`src/eepa_pkg.sv`:
```
// Package for the encoder edge period accumulator.
// Holds the request opcodes, the pending flag positions and the result layout.
// No dependencies; used by the top level and by its checker.
package eepa_pkg;

	// Request opcodes, carried on the slave-side tuser
	typedef enum logic [1:0] {
		OP_EDGE     = 2'd0,
		OP_SNAPSHOT = 2'd1,
		OP_DROP     = 2'd2,
		OP_UNUSED   = 2'd3
	} eepa_op_t;

	// Pending flag bit positions
	localparam int unsigned FLAG_EDGE_BIT     = 0;
	localparam int unsigned FLAG_PERIOD_BIT   = 1;
	localparam int unsigned FLAG_DIRRESET_BIT = 2;
	localparam int unsigned FLAG_ZERO_BIT     = 3;
	localparam int unsigned FLAG_DROP_BIT     = 4;

	// Window count at which a further period drops the aggregate
	localparam logic [15:0] COUNT_LIMIT = 16'd65535;

	// Valid direction codes on the 8-bit input and their stored 2-bit forms
	localparam logic [7:0] DIR8_POS = 8'h01;
	localparam logic [7:0] DIR8_NEG = 8'hFF;
	localparam logic [1:0] DIR2_POS = 2'b01;
	localparam logic [1:0] DIR2_NEG = 2'b11;

	// Input payload: stamp in the low 32 bits, direction above it
	typedef struct packed {
		logic signed [7:0] edge_direction;
		logic [31:0]       stamp_cycles;
	} eepa_req_t;

	// Result payload, last field in the lowest bits (248 bits, 31 bytes)
	typedef struct packed {
		logic [31:0]       drop_total;
		logic [31:0]       zero_period_total;
		logic [31:0]       direction_reset_total;
		logic [31:0]       invalid_direction_total;
		logic [4:0]        flag_bits;
		logic signed [1:0] held_direction;
		logic [15:0]       periods_in_window;
		logic [31:0]       event_number;
		logic [31:0]       edge_age;
		logic [31:0]       period_sum;
		logic              accepted;
	} eepa_result_t;

endpackage

```
`src/encoder_edge_period_accumulator_unit.sv`:
```
// Encoder edge period accumulator: top level.
// Depends on eepa_pkg for opcodes, flag positions and the result layout.
// Usage:
//   Requests arrive on the s_axis channel. tuser carries the opcode (edge,
//   snapshot, drop); tdata carries the 32-bit cycle stamp and the signed
//   8-bit edge direction. Every request gives exactly one result on the
//   m_axis channel, in order: an accepted flag, the snapshot fields (sum,
//   age of the last edge, event number, window count, direction, pending
//   flags; zero except for a snapshot) and four saturating statistics.
//   A request waits in the input register, then the state update and result
//   are formed in one pass into the result register. Throughput is one
//   request per cycle while the receiver does not stall; the state update
//   of one request is visible to the very next one.
//   When the receiver stalls, the result is held in the result register and
//   one further request may wait in the input register; s_axis_tready drops
//   only once both are full.
//   Reset clears the window, the held edge, the flags, the event number and
//   all statistics, and empties both registers.
module encoder_edge_period_accumulator_unit
	import eepa_pkg::*;
(
	input  logic         clk,
	input  logic         arst_n,
	input  logic         s_axis_tvalid,
	output logic         s_axis_tready,
	// [31:0] stamp_cycles, [39:32] edge_direction
	input  logic [39:0]  s_axis_tdata,
	// [1:0] opcode
	input  logic [1:0]   s_axis_tuser,
	output logic         m_axis_tvalid,
	input  logic         m_axis_tready,
	// [0] accepted, [32:1] period_sum, [64:33] edge_age, [96:65] event_number,
	// [112:97] periods_in_window, [114:113] held_direction, [119:115] flag_bits,
	// [151:120] invalid_direction_total, [183:152] direction_reset_total,
	// [215:184] zero_period_total, [247:216] drop_total
	output logic [247:0] m_axis_tdata
);

	// Saturating increment for the statistics counters
	function automatic logic [31:0] sat_inc(input logic [31:0] v);
		sat_inc = (v == 32'hFFFF_FFFF) ? v : v + 32'd1;
	endfunction

	// Input register stage
	logic      valid_s1;
	eepa_op_t  opcode_s1;
	eepa_req_t req_s1;

	// Result register stage
	logic         valid_s2;
	eepa_result_t res_s2;

	// Accumulator state
	logic        edge_seen_q;
	logic [1:0]  direction_q;
	logic [31:0] last_stamp_q;
	logic [31:0] sum_q;
	logic [15:0] count_q;
	logic [4:0]  pending_q;
	logic [31:0] event_q;
	logic [31:0] invalid_q;
	logic [31:0] dirreset_q;
	logic [31:0] zero_q;
	logic [31:0] drop_q;

	// Next-state values and the result formed in this pass
	logic         edge_seen_d;
	logic [1:0]   direction_d;
	logic [31:0]  last_stamp_d;
	logic [31:0]  sum_d;
	logic [15:0]  count_d;
	logic [4:0]   pending_d;
	logic [31:0]  event_d;
	logic [31:0]  invalid_d;
	logic [31:0]  dirreset_d;
	logic [31:0]  zero_d;
	logic [31:0]  drop_d;
	eepa_result_t res_d;

	logic        advance;
	logic        dir_ok;
	logic [1:0]  dir2;
	logic [31:0] period;

	// Handshake: the input stage moves on when the result register is free or being read
	assign advance       = valid_s1 && (!valid_s2 || m_axis_tready);
	assign s_axis_tready = !valid_s1 || advance;
	assign m_axis_tvalid = valid_s2;
	assign m_axis_tdata  = res_s2;

	// Direction decode and period between edges
	assign dir_ok = (req_s1.edge_direction == DIR8_POS) || (req_s1.edge_direction == DIR8_NEG);
	assign dir2   = (req_s1.edge_direction == DIR8_POS) ? DIR2_POS : DIR2_NEG;
	assign period = req_s1.stamp_cycles - last_stamp_q;

	// Single pass over the request in the input register
	always_comb begin
		edge_seen_d  = edge_seen_q;
		direction_d  = direction_q;
		last_stamp_d = last_stamp_q;
		sum_d        = sum_q;
		count_d      = count_q;
		pending_d    = pending_q;
		event_d      = event_q;
		invalid_d    = invalid_q;
		dirreset_d   = dirreset_q;
		zero_d       = zero_q;
		drop_d       = drop_q;
		res_d        = '0;

		case (opcode_s1)
			OP_EDGE: begin
				if (!dir_ok) begin
					invalid_d = sat_inc(invalid_q);
				end else begin
					event_d = event_q + 32'd1;
					if (!edge_seen_q) begin
						// First edge after reset or a drop
						last_stamp_d             = req_s1.stamp_cycles;
						direction_d              = dir2;
						edge_seen_d              = 1'b1;
						pending_d[FLAG_EDGE_BIT] = 1'b1;
						res_d.accepted           = 1'b1;
					end else if (dir2 != direction_q) begin
						// Direction change restarts the window
						sum_d                        = '0;
						count_d                      = '0;
						last_stamp_d                 = req_s1.stamp_cycles;
						direction_d                  = dir2;
						pending_d[FLAG_EDGE_BIT]     = 1'b1;
						pending_d[FLAG_DIRRESET_BIT] = 1'b1;
						dirreset_d                   = sat_inc(dirreset_q);
						res_d.accepted               = 1'b1;
					end else begin
						last_stamp_d             = req_s1.stamp_cycles;
						pending_d[FLAG_EDGE_BIT] = 1'b1;
						if (period == 32'd0) begin
							pending_d[FLAG_ZERO_BIT] = 1'b1;
							zero_d                   = sat_inc(zero_q);
						end else if (count_q >= COUNT_LIMIT || period > ~sum_q) begin
							// Window full or sum would overflow: drop the aggregate
							sum_d                      = '0;
							count_d                    = '0;
							edge_seen_d                = 1'b0;
							direction_d                = '0;
							pending_d[FLAG_EDGE_BIT]   = 1'b0;
							pending_d[FLAG_PERIOD_BIT] = 1'b0;
							pending_d[FLAG_DROP_BIT]   = 1'b1;
							drop_d                     = sat_inc(drop_q);
						end else begin
							sum_d                      = sum_q + period;
							count_d                    = count_q + 16'd1;
							pending_d[FLAG_PERIOD_BIT] = 1'b1;
							res_d.accepted             = 1'b1;
						end
					end
				end
			end
			OP_SNAPSHOT: begin
				res_d.accepted          = 1'b1;
				res_d.period_sum        = sum_q;
				res_d.edge_age          = edge_seen_q ? period : 32'd0;
				res_d.event_number      = event_q;
				res_d.periods_in_window = count_q;
				res_d.held_direction    = direction_q;
				res_d.flag_bits         = pending_q;
				sum_d                   = '0;
				count_d                 = '0;
				pending_d               = '0;
				pending_d[FLAG_EDGE_BIT] = edge_seen_q;
			end
			OP_DROP: begin
				sum_d                      = '0;
				count_d                    = '0;
				edge_seen_d                = 1'b0;
				direction_d                = '0;
				pending_d[FLAG_EDGE_BIT]   = 1'b0;
				pending_d[FLAG_PERIOD_BIT] = 1'b0;
				pending_d[FLAG_DROP_BIT]   = 1'b1;
				drop_d                     = sat_inc(drop_q);
				res_d.accepted             = 1'b1;
			end
			default: begin
			end
		endcase

		// Statistics as they stand after the request
		res_d.invalid_direction_total = invalid_d;
		res_d.direction_reset_total   = dirreset_d;
		res_d.zero_period_total       = zero_d;
		res_d.drop_total              = drop_d;
	end

	// Input register valid
	always_ff @(posedge clk or negedge arst_n) begin
		if (!arst_n) begin
			valid_s1 <= 1'b0;
		end else if (s_axis_tready) begin
			valid_s1 <= s_axis_tvalid;
		end
	end

	// Input register payload
	always_ff @(posedge clk) begin
		if (s_axis_tready && s_axis_tvalid) begin
			opcode_s1 <= eepa_op_t'(s_axis_tuser);
			req_s1    <= s_axis_tdata;
		end
	end

	// Result register valid
	always_ff @(posedge clk or negedge arst_n) begin
		if (!arst_n) begin
			valid_s2 <= 1'b0;
		end else if (!valid_s2 || m_axis_tready) begin
			valid_s2 <= valid_s1;
		end
	end

	// Result register payload
	always_ff @(posedge clk) begin
		if (advance) begin
			res_s2 <= res_d;
		end
	end

	// Accumulator state update
	always_ff @(posedge clk or negedge arst_n) begin
		if (!arst_n) begin
			edge_seen_q  <= 1'b0;
			direction_q  <= '0;
			last_stamp_q <= '0;
			sum_q        <= '0;
			count_q      <= '0;
			pending_q    <= '0;
			event_q      <= '0;
			invalid_q    <= '0;
			dirreset_q   <= '0;
			zero_q       <= '0;
			drop_q       <= '0;
		end else if (advance) begin
			edge_seen_q  <= edge_seen_d;
			direction_q  <= direction_d;
			last_stamp_q <= last_stamp_d;
			sum_q        <= sum_d;
			count_q      <= count_d;
			pending_q    <= pending_d;
			event_q      <= event_d;
			invalid_q    <= invalid_d;
			dirreset_q   <= dirreset_d;
			zero_q       <= zero_d;
			drop_q       <= drop_d;
		end
	end

endmodule

```
`config.mk`:
```
export PLATFORM = sky130hd
export DESIGN_NAME = encoder_edge_period_accumulator_unit
export DESIGN_NICKNAME = d
export VERILOG_FILES = /design/src/eepa_pkg.sv /design/src/encoder_edge_period_accumulator_unit.sv
export SDC_FILE = /design/constraint.sdc
export NUM_CORES = 1
export LEC_CHECK = 0
export ABC_AREA = 0
export BUFFER_PORTS_ARGS = -buffer_cell sky130_fd_sc_hd__buf_2
export CORE_MARGIN = 4
export CORE_UTILIZATION = 54
export CTS_BUF_LIST = sky130_fd_sc_hd__clkbuf_16
export DETAILED_ROUTE_END_ITERATION = 8
export GPL_ROUTABILITY_DRIVEN = 0
export PLACE_DENSITY = 0.78
export RECOVER_POWER = 50
export SYNTH_ARGS = -nofsm -noshare
export SYNTH_HDL_FRONTEND = slang
export SYNTH_SLANG_ARGS = --single-unit
export TNS_END_PERCENT = 5
```
`constraint.sdc`:
```
create_clock -name clk -period 8.4 [get_ports clk]
set_input_delay 1.68 -clock clk [delete_from_list [all_inputs] [get_ports clk]]
set_output_delay 1.68 -clock clk [all_outputs]
set_load 0.02 [all_outputs]
```
Yosys cells after proc, flatten, opt, wreduce, memory -nomap -nowiden
Index checks and enable logic that the tools add are counted.
{ "totals": {"register_bits": 540, "out_inout_bits": 250} }
{ "op_classes": {"n_reduce_logical": 25, "order_cmp": 2, "n_eq_ne": 19, "addsub": 8, "n_bitwise": 1, "mux": 65} }
{ "ops": {"columns": ["operator", "count"], "rows": [
  ["32-bit 2-to-1 mux", 25],
  ["32-bit by 1-bit adder with 32-bit output (second input constant)", 5],
  ["32-bit == test (second input constant)", 4],
  ["32-bit one-hot mux with 2 select lines", 2],
  ["16-bit 2-to-1 mux", 5],
  ["32-bit adder", 1],
  ["32-bit > comparator", 1],
  ["32-bit zero test", 1],
  ["32-bit NOT", 1],
  ["16-bit one-hot mux with 2 select lines", 1],
  ["32-bit subtractor", 1],
  ["16-bit by 1-bit adder with 16-bit output (second input constant)", 1],
  ["16-bit greater-or-equal comparator (second input constant)", 1],
  ["1-bit 2-to-1 mux", 16],
  ["2-bit 2-to-1 mux", 8],
  ["5-bit AND reduction", 3],
  ["2-bit != test (second input constant)", 7],
  ["6-bit AND reduction", 2],
  ["3-bit AND reduction", 3],
  ["8-bit by 1-bit == test with 1-bit output (second input constant)", 1],
  ["8-bit == test (second input constant)", 1],
  ["4-bit != test (second input constant)", 2],
  ["2-bit one-hot mux with 2 select lines", 2],
  ["7-bit AND reduction", 1],
  ["other kinds (17)", 25]
]} }

Logic depth before layout (Yosys ltp)
Gate-level depths: netlist of the first run.
{ "depth": {"ltp_word": 9, "mapped_depth": 25, "mapped_depth_nobuf": 22} }

Worst setup path after synthesis of the first run
Ideal clock, no wire load.
{ "synth_path": {"path_kind": "input to register", "from": "input m_axis_tready", "to": "register res_s2 (netlist bit m_axis_tdata[0]), enable pin", "t_required_ps": 7692, "slack_ps": -1598, "path_stages": 6, "setup_ps": 708, "path_buffers": 3, "arrival_ps": 9291, "cell_sequence": "nand2b_1 -> nand2_1 -> clkbuf_1 -> clkinv_1 -> clkbuf_1 -> buf_1"} }
{ "synth_via": {"elab_chain_cells": 2} }
{ "synth_lines": {"columns": ["element", "line", "source"], "rows": [
  ["from (decl)", "encoder_edge_period_accumulator_unit.sv:31", "input logic m_axis_tready,"],
  ["1-bit logical OR", "encoder_edge_period_accumulator_unit.sv:86", "assign advance = valid_s1 && (!valid_s2 || m_axis_tready);"],
  ["1-bit logical AND", "encoder_edge_period_accumulator_unit.sv:86", null],
  ["via advance", "encoder_edge_period_accumulator_unit.sv:80", "logic advance;"],
  ["to (signal assigned)", "encoder_edge_period_accumulator_unit.sv:223", "res_s2 <= res_d;"],
  ["to (decl)", "encoder_edge_period_accumulator_unit.sv:51", "eepa_result_t res_s2;"]
]} }
The timed path passes the listed nets, and every way through them passes these cells.
A chain may end at the register's enable or synchronous reset.

Final worst setup path of the first run
{ "layout_path": {"from": "register req_s1[2] in the netlist's numbering", "to": "register res_s2 (netlist bit m_axis_tdata[220]) (data pin)"} }
{ "layout_via": {"elab_chain_cells": 9, "elab_cells_between_ends": 10} }
{ "layout_lines": {"columns": ["element", "line", "source"], "rows": [
  ["from (decl)", "encoder_edge_period_accumulator_unit.sv:47", "eepa_req_t req_s1;"],
  ["from (signal assigned)", "encoder_edge_period_accumulator_unit.sv:207", "req_s1 <= s_axis_tdata;"],
  ["32-bit subtractor *", "encoder_edge_period_accumulator_unit.sv:94", "assign period = req_s1.stamp_cycles - last_stamp_q;"],
  ["via period[23]", "encoder_edge_period_accumulator_unit.sv:83", "logic [31:0] period;"],
  ["32-bit > comparator", "encoder_edge_period_accumulator_unit.sv:140", "end else if (count_q >= COUNT_LIMIT || period > ~sum_q) begin"],
  ["1-bit logical OR", "encoder_edge_period_accumulator_unit.sv:140", null],
  ["32-bit 2-to-1 mux", "encoder_edge_period_accumulator_unit.sv:140", null],
  ["32-bit 2-to-1 mux *", "encoder_edge_period_accumulator_unit.sv:137", "if (period == 32'd0) begin"],
  ["32-bit 2-to-1 mux *", "encoder_edge_period_accumulator_unit.sv:124", "end else if (dir2 != direction_q) begin"],
  ["32-bit 2-to-1 mux *", "encoder_edge_period_accumulator_unit.sv:117", "if (!edge_seen_q) begin"],
  ["32-bit 2-to-1 mux *", "encoder_edge_period_accumulator_unit.sv:113", "if (!dir_ok) begin"],
  ["32-bit one-hot mux with 2 select lines *", "encoder_edge_period_accumulator_unit.sv:111", "case (opcode_s1)"],
  ["via drop_d[4]", "encoder_edge_period_accumulator_unit.sv:77", "logic [31:0] drop_d;"]
]} }
Mark *: on every way through the listed nets, which the timed path passes. The rest lies on a longest branch.

==> metrics.csv, run 1 <==
stage,metric,value,unit
outcome,status,finished with violations,
outcome,failing checks,"capacitance limit, slew limit",
drt,DRT iter0 DRCs,2210,
floorplanning,core outline area,0.05058,mm²
logic_synthesis,Post-Synth Adder-Cell Area,3.472,%
finish,Final #Nets,2975,
finish,post-route insts no fill,3571,
clocking,CTS resizes,0,
logic_synthesis,Synth Flop Type,edfxtp_1,
power,total power per unit cell area,200.3,mW/mm²
logic_synthesis,mux cell area share after synthesis,0.8634,%
flow_run,max_cap viols,3,
finish,fraction of layout cells with a size suffix above 1,6.451,%
finish,Area Growth Syn to Fin,12.12,%
hold_path,Worst Hold Class,reg -> reg,
clocking,clk sink count,540,
grt,vias in the first global route,20490,
finish,FF/Latch Area,0.01496,mm²
logic_synthesis,"Async S/R FF share, synth",46.30,%
drt,routed vias,21130,
finish,Final Cell Area,0.03119,mm²
clocking,Hold Buf Count CTS,0,
drt,drt total wl,67.75,mm
timing,final setup TNS,0,ns
timing,Slew HR,-253.9,%
timing,Fin. Hold Viols,0,
logic_synthesis,XOR/XNOR share of the synthesized area,8.342,%
finish,antenna cells,0,
setup_path,CP Cell Sequence,"ha_1, o211a_1, a21boi_0, o2111ai_1, and3_1, o31ai_1, xor2_1, ha_1, nand3_1, or3_1, nor2_1, a2111oi_0, o31ai_1, a32oi_1, buf_4, nor3_1, nand2b_2, a21oi_1, a31oi_1",
finish,"commonest cells after routing, fill and taps aside","nand2_1, edfxtp_1, dfrtp_1, clkbuf_1, xnor2_1",
floorplanning,Die Ht,235.0,µm
drt,drt wl/cell,18.97,µm
placed_design,DP Area,0.02969,mm²
drt,DRC viols,0,
floorplanning,io pins,296,
clocking,Clock Latency Late Sink,0.63,ns
timing,Setup Skew,0.02091,ns
timing,Max Clk Rate,152.2,MHz
setup_path,worst path buffer plus inverter count,1,
grt,GRT overflow,0,
logic_synthesis,Synth Area in Compound Gates,11.26,%
finish,Fillers,4076,
clocking,Post CTS Setup Buffer Count,0,
logic_synthesis,syn_nets,2749,
setup_path,Worst Setup Start Kind,flop,
timing,max-slew violations,256,
drt,DR pass1 iterations,5,
timing,fin crit period,6.568,ns
clocking,Worst-path clk slew,0.06,ns
floorplanning,Die Span X,235.0,µm
setup_path,Critical Path AT,6.92,ns
logic_synthesis,register area share after synthesis,53.78,%
logic_synthesis,"Distinct cells, synth",95,
logic_synthesis,Post-Syn Area per Cell,10.59,µm²
drt,number of routed nets with antenna violations,0,
logic_synthesis,Post-synth EDFFs,290,
timing,fin worst setup slack,1.832,ns
power,Worst VDD drop,0.1608,mV
clocking,CTS tree,done,
timing,RSZ-0062 raised after global routing,no,
clocking,root buf cell,clkbuf_16,
setup_path,"slowest stage delay, CP",0.69,ns
drt,drt via density,5.916,
logic_synthesis,post-synth top area cell,edfxtp_1,
setup_path,"slowest stage cell, crit path",nand2b_2,
placed_design,I/O Buffers,295,
logic_synthesis,Synth area leaders,"edfxtp_1, dfrtp_1, xnor2_1",
logic_synthesis,Yosys reg bits,540,
grt,first-pass GRT wire length,107.9,mm
setup_path,CP Data Required Time,8.75,ns
finish,"commonest non-fill, non-tap cell in the layout",nand2_1,
setup_path,crit path capture type,flop,
logic_synthesis,Synth top area share,31.30,%
power,leakage,12.68,nW
logic_synthesis,largest family of logic cells by synthesized area,simple AND/OR/NAND/NOR gates,
timing,"Period Utilization, post-route",78.20,%
logic_synthesis,Syn Std Cell Area,0.02782,mm²
finish,Multi-input gate area,0.01190,mm²
clocking,Num CTS Buffers,55,
timing,final setup fails,0,
clocking,H-tree levels,2,
logic_synthesis,Synth Warn #,0,
floorplanning,std cell rows,82,
setup_path,crit path max fanout,64,
grt,total track usage,23.61,%
logic_synthesis,simple-gate share of the synthesized area,18.83,%
floorplanning,DIE AREA,0.05522,mm²
placed_design,dpl cells,3468,
clocking,Max Buffers Root-to-Sink,3,
placed_design,Final HPWL DP,46.50,mm
setup_path,critical path's top delay family,compound AO/OA/AOI/OAI gates,
setup_path,CP Class,reg -> reg,
grt,pin count of the biggest net entering global routing,116,
logic_synthesis,Post-Syn Instances,2627,
grt,initial antenna violation count,0,
timing,worst slew pin tran,5.308,ns
floorplanning,Starting Density,55.01,%
timing,Min Hold Slack,0.4905,ns
placed_design,post-place setup slack,2.111,ns
## worst paths after layout
check	slack (ns)	endpoint	from	cells past startpoint
worst max-delay path	1.83	m_axis_tdata[220]	req_s1[2]	19
worst min-delay path	0.49	event_q[31]	event_q[31]	1
worst max register to register	1.83	m_axis_tdata[220]	req_s1[2]	19
worst min register to register	0.49	event_q[31]	event_q[31]	1
max in group asynchronous	2.11	zero_q[19]	arst_n	2
min in group asynchronous	3.24	last_stamp_q[21]	arst_n	1
## registers in the layout, summed over array words and instances (netlist names)
| name | flops |
|---|---|
| sum_q | 32 |
| dirreset_q | 32 |
| invalid_q | 32 |
| req_s1 | 40 |
| zero_q | 32 |
| m_axis_tdata | 248 |
| edge_seen_q | 1 |
| last_stamp_q | 32 |
| valid_s1 | 1 |
| event_q | 32 |
| pending_q | 5 |
| count_q | 16 |
| m_axis_tvalid | 1 |
| drop_q | 32 |
| opcode_s1 | 2 |
| direction_q | 2 |
## synthesized netlist by cell type, drive strengths merged, types with 22 or more instances
library cell and count:
nand2b 34, o21ai 133, nand4 65, nor3 36
a21oi 75, nand3 122, and3 91, nand2 293
ha 74, buf 45, xnor2 186, o211ai 22
dfrtp 250, a21o 36, xor2 79, nor2 174
inv 90, o31ai 38, edfxtp 290, clkbuf 95
and2 100
## layer usage
layer	global-route usage [%]	up-vias	routed length, µm
li1	-	9886	-
met1	32.62	10230	28920
met2	37.27	839	31140
met3	4.010	172	4980
met4	9.971	0	2707
met5	0	-	0
## per-stage QoR
step,utilization (%),power [mW]
6_report,61.67,6.249
5_1_grt,61.67,6.490
4_1_cts,62.36,6.312
3_5_place_dp,58.69,3.823
3_3_place_gp,58.69,3.800
2_1_floorplan,-,3.573
## report_power, final
part           switching (mW)  internal (mW)
clock                    1.09           1.40
combinational           0.516          0.200
sequential             0.0949           2.95
total                    1.70           4.55
## layout make-up
class | instances | share of cell area (%)
Clock buffer | 55 | 4.412
Clock inverter | 48 | 1.536
Inverter | 92 | 1.131
Multi-Input combinational cell | 1854 | 38.15
Sequential cell | 540 | 47.97
Tap cell | 672 | 2.695
Timing Repair Buffer | 310 | 4.099
## worst register-to-register path, cell delays in order, from the launching register on
cell,delay (ns)
edfxtp_1,0.41
ha_1,0.37
o211a_1,0.16
a21boi_0,0.51
o2111ai_1,0.37
and3_1,0.31
o31ai_1,0.32
xor2_1,0.53
ha_1,0.32
nand3_1,0.13
or3_1,0.37
nor2_1,0.09
a2111oi_0,0.11
o31ai_1,0.25
a32oi_1,0.08
buf_4,0.21
nor3_1,0.30
nand2b_2,0.69
a21oi_1,0.61
a31oi_1,0.16
## cells by family (layout without fill, tap and decap cells)
logic type               count (synthesis)  count (layout)
adder cells (fa/ha/maj)                 76              76
flip-flops                             540             540
multiplexers                            23              23
buffers and inverters                  233             505
AND/OR/NAND/NOR                       1028            1028
AO/OA/AOI/OAI                          462             462
XOR/XNOR                               265             265
(Power assumes the default switching activity.)
==> inputs of run 2 (changes only) <==
--- a/config.mk
+++ b/config.mk
@@ -8,11 +8,11 @@
 export ABC_AREA = 0
 export BUFFER_PORTS_ARGS = -buffer_cell sky130_fd_sc_hd__buf_2
 export CORE_MARGIN = 4
-export CORE_UTILIZATION = 54
+export CORE_UTILIZATION = 60
 export CTS_BUF_LIST = sky130_fd_sc_hd__clkbuf_16
 export DETAILED_ROUTE_END_ITERATION = 8
 export GPL_ROUTABILITY_DRIVEN = 0
-export PLACE_DENSITY = 0.78
+export PLACE_DENSITY = 0.82
 export RECOVER_POWER = 50
 export SYNTH_ARGS = -nofsm -noshare
 export SYNTH_HDL_FRONTEND = slang
==> constraint.sdc (replaced) <==
create_clock -name clk -period 6.1 [get_ports clk]
set_input_delay 1.22 -clock clk [delete_from_list [all_inputs] [get_ports clk]]
set_output_delay 1.22 -clock clk [all_outputs]
set_load 0.02 [all_outputs]
==> run 2 against run 1 <==
  * First-iteration DRC count increased by 13%
  * The run still ends with capacitance limit, slew limit left
  * Critical path depth grew 4
  * Power is 39% higher
  * Critical path type unchanged
  * Cell count decreased by 1.5%
  * Fmax is 14% higher
==> metrics.csv, run 2 (synthesized netlist as in run 1, its figures left out) <==
stage,metric,value,unit,change
timing,final setup fails,0,,unchanged
drt,DRC viols,0,,unchanged
floorplanning,Die Span X,223.3,µm,-5.0%
clocking,Hold Buf Count CTS,0,,unchanged
grt,GRT overflow,0,,unchanged
timing,Slew HR,-145.3,%,+110 points
grt,vias in the first global route,20430,,-0.31%
setup_path,CP Cell Sequence,"inv_1, ha_1, fa_1, nand2b_1, a21oi_2, o211ai_1, nand3_1, a211o_1, nand3_1, and2_1, ha_1, nand4_1, or3_1, nor2_1, a2111oi_0, o31ai_1, a32oi_1, buf_4, nor3_2, nand2b_2, buf_12, or4_1, nand4_1",,
placed_design,Final HPWL DP,46.51,mm,about the same
setup_path,Worst Setup Start Kind,flop,,
setup_path,CP Data Required Time,6.56,ns,-2.19 ns
clocking,Worst-path clk slew,0.06,ns,about the same
setup_path,"slowest stage cell, crit path",or4_1,,
placed_design,dpl cells,3404,,-1.8%
drt,drt wl/cell,19.37,µm,+2.1%
timing,fin crit period,5.759,ns,-0.8091 ns
timing,max-slew violations,404,,+58%
timing,Setup Skew,0.02889,ns,+0.007985 ns
power,sw frac,26.07,%,-1.1 points
drt,DRT iter0 DRCs,2492,,+13%
finish,Final #Nets,2994,,+0.64%
drt,drt via density,6.074,,+2.7%
clocking,Num CTS Buffers,55,,unchanged
setup_path,reg2reg setup slack,0.34,ns,-1.49 ns
floorplanning,core outline area,0.04558,mm²,-9.9%
power,share of total power in the clock network,40.1,%,+0.3 points
finish,Largest register FFs,248,,unchanged
floorplanning,Die Ht,223.3,µm,-5.0%
finish,antenna cells,0,,unchanged
setup_path,Critical Path AT,6.22,ns,-0.70 ns
timing,Fin. Hold Viols,0,,unchanged
floorplanning,DIE AREA,0.04988,mm²,-9.7%
timing,worst slew pin tran,3.680,ns,-1.628 ns
floorplanning,Starting Density,61.05,%,+6.0 points
clocking,clk sink count,540,,unchanged
grt,pin count of the biggest net entering global routing,134,,+16%
flow_run,max_cap viols,4,,+1
grt,total track usage,26.36,%,+2.8 points
timing,final setup TNS,0,ns,unchanged
placed_design,I/O Buffers,295,,unchanged
grt,initial antenna violation count,0,,unchanged
finish,Area Growth Syn to Fin,12.62,%,
power,leakage,12.88,nW,+1.5%
clocking,Max Buffers Root-to-Sink,3,,unchanged
floorplanning,io pins,296,,unchanged
finish,fraction of layout cells with a size suffix above 1,7.437,%,+0.99 points
timing,"Period Utilization, post-route",94.41,%,+16 points
setup_path,crit path capture type,flop,,
setup_path,CP Class,reg -> reg,,
finish,"commonest non-fill, non-tap cell in the layout",nand2_1,,
drt,drt total wl,68.15,mm,+0.59%
setup_path,"slowest stage delay, CP",0.49,ns,-0.20 ns
drt,DR pass1 iterations,6,,+1
power,total power per unit cell area,276.9,mW/mm²,+38%
clocking,H-tree levels,2,,unchanged
drt,number of routed nets with antenna violations,0,,unchanged
outcome,failing checks,"capacitance limit, slew limit",,
timing,RSZ-0062 raised after global routing,no,,
power,Worst VDD drop,0.2334,mV,+45%
clocking,Clock Latency Late Sink,0.61,ns,-0.02 ns
drt,routed vias,21370,,+1.2%
setup_path,crit path max fanout,33,,-48%
power,Sw Pwr,2.262,mW,+33%
clocking,CTS tree,done,,
power,power share of the sequential group,48.2,%,-0.5 points
setup_path,critical path's top delay family,simple AND/OR/NAND/NOR gates,,
power,internal power,6.415,mW,+41%
finish,post-route insts no fill,3518,,-1.5%
grt,first-pass GRT wire length,108.0,mm,about the same
floorplanning,std cell rows,78,,-4.9%
finish,"commonest cells after routing, fill and taps aside","nand2_1, edfxtp_1, dfrtp_1",,
hold_path,Worst Hold Class,reg -> reg,,
timing,Max Clk Rate,173.6,MHz,+14%
clocking,root buf cell,clkbuf_16,,
setup_path,worst path buffer plus inverter count,3,,+2
power,Logic pwr share,11.7,%,+0.2 points
outcome,status,finished with violations,,
## run 2: power by group through the flow
stage          registers, mW  clock network [mW]  logic (mW)
2_1_floorplan           4.37                   0       0.551
6_report                4.18                3.48        1.01
3_3_place_gp            4.23                   0       0.999
3_5_place_dp            4.24                   0        1.03
4_1_cts                 4.17                3.54        1.04
5_1_grt                 4.20                3.71        1.10
## run 2: metal layers
layer,part of all wire (%),track usage [%]
met1,42,36.32
met2,48,43.59
met3,7.2,4.053
met4,3.1,8.272
met5,0,0
## run 2: final timing paths
kind / startpoint / endpoint / cells past startpoint
worst min-delay path: event_q[31] / event_q[31] / 1
worst max register to register: req_s1[0] / m_axis_tdata[226] / 23
min in group asynchronous: arst_n / invalid_q[25] / 1
max in group asynchronous: arst_n / last_stamp_q[24] / 2
worst min register to register: event_q[31] / event_q[31] / 1
worst max-delay path: req_s1[0] / m_axis_tdata[226] / 23
## run 2: area by class of cell
cell class	instances	area, µm²
clock buffer	55	1376
clock inverter	48	498.0
fill	3362	14240
inverter	92	352.8
multi-input combinational	1854	11920
sequential	540	14960
tap	600	750.7
timing repair buffer	329	1469
## run 2: timing repair
item                                    CTS  global route
gates resized for setup                   0             3
setup buffers                             0            11
endpoints found under the setup margin    0            44
## run 2: worst register-to-register path: stages (launching register included)
cell	delay, ns
edfxtp_1	0.33
inv_1	0.06
ha_1	0.24
fa_1	0.42
nand2b_1	0.19
a21oi_2	0.31
o211ai_1	0.16
nand3_1	0.22
a211o_1	0.25
nand3_1	0.15
and2_1	0.20
ha_1	0.39
nand4_1	0.14
or3_1	0.40
nor2_1	0.11
a2111oi_0	0.10
o31ai_1	0.24
a32oi_1	0.13
buf_4	0.22
nor3_2	0.26
nand2b_2	0.25
buf_12	0.25
or4_1	0.49
nand4_1	0.11
## run 2: per-stage QoR
| stage | utilization (%) | total power, mW | area [µm²] | hold WS (ns) | worst slack, ns |
|---|---|---|---|---|---|
| floorplan | - | 4.920 | 27830 | 0.4382 | 0.1961 |
| global placement | 65.14 | 5.233 | 29690 | 0.4587 | 0.4590 |
| detailed placement | 65.14 | 5.271 | 29690 | 0.4593 | 0.2130 |
| CTS | 69.26 | 8.752 | 31560 | 0.4715 | 0.1852 |
| global route | 68.75 | 9.005 | 31330 | 0.4868 | 0.002892 |
| finish | 68.75 | 8.677 | 31330 | 0.4721 | 0.3407 |
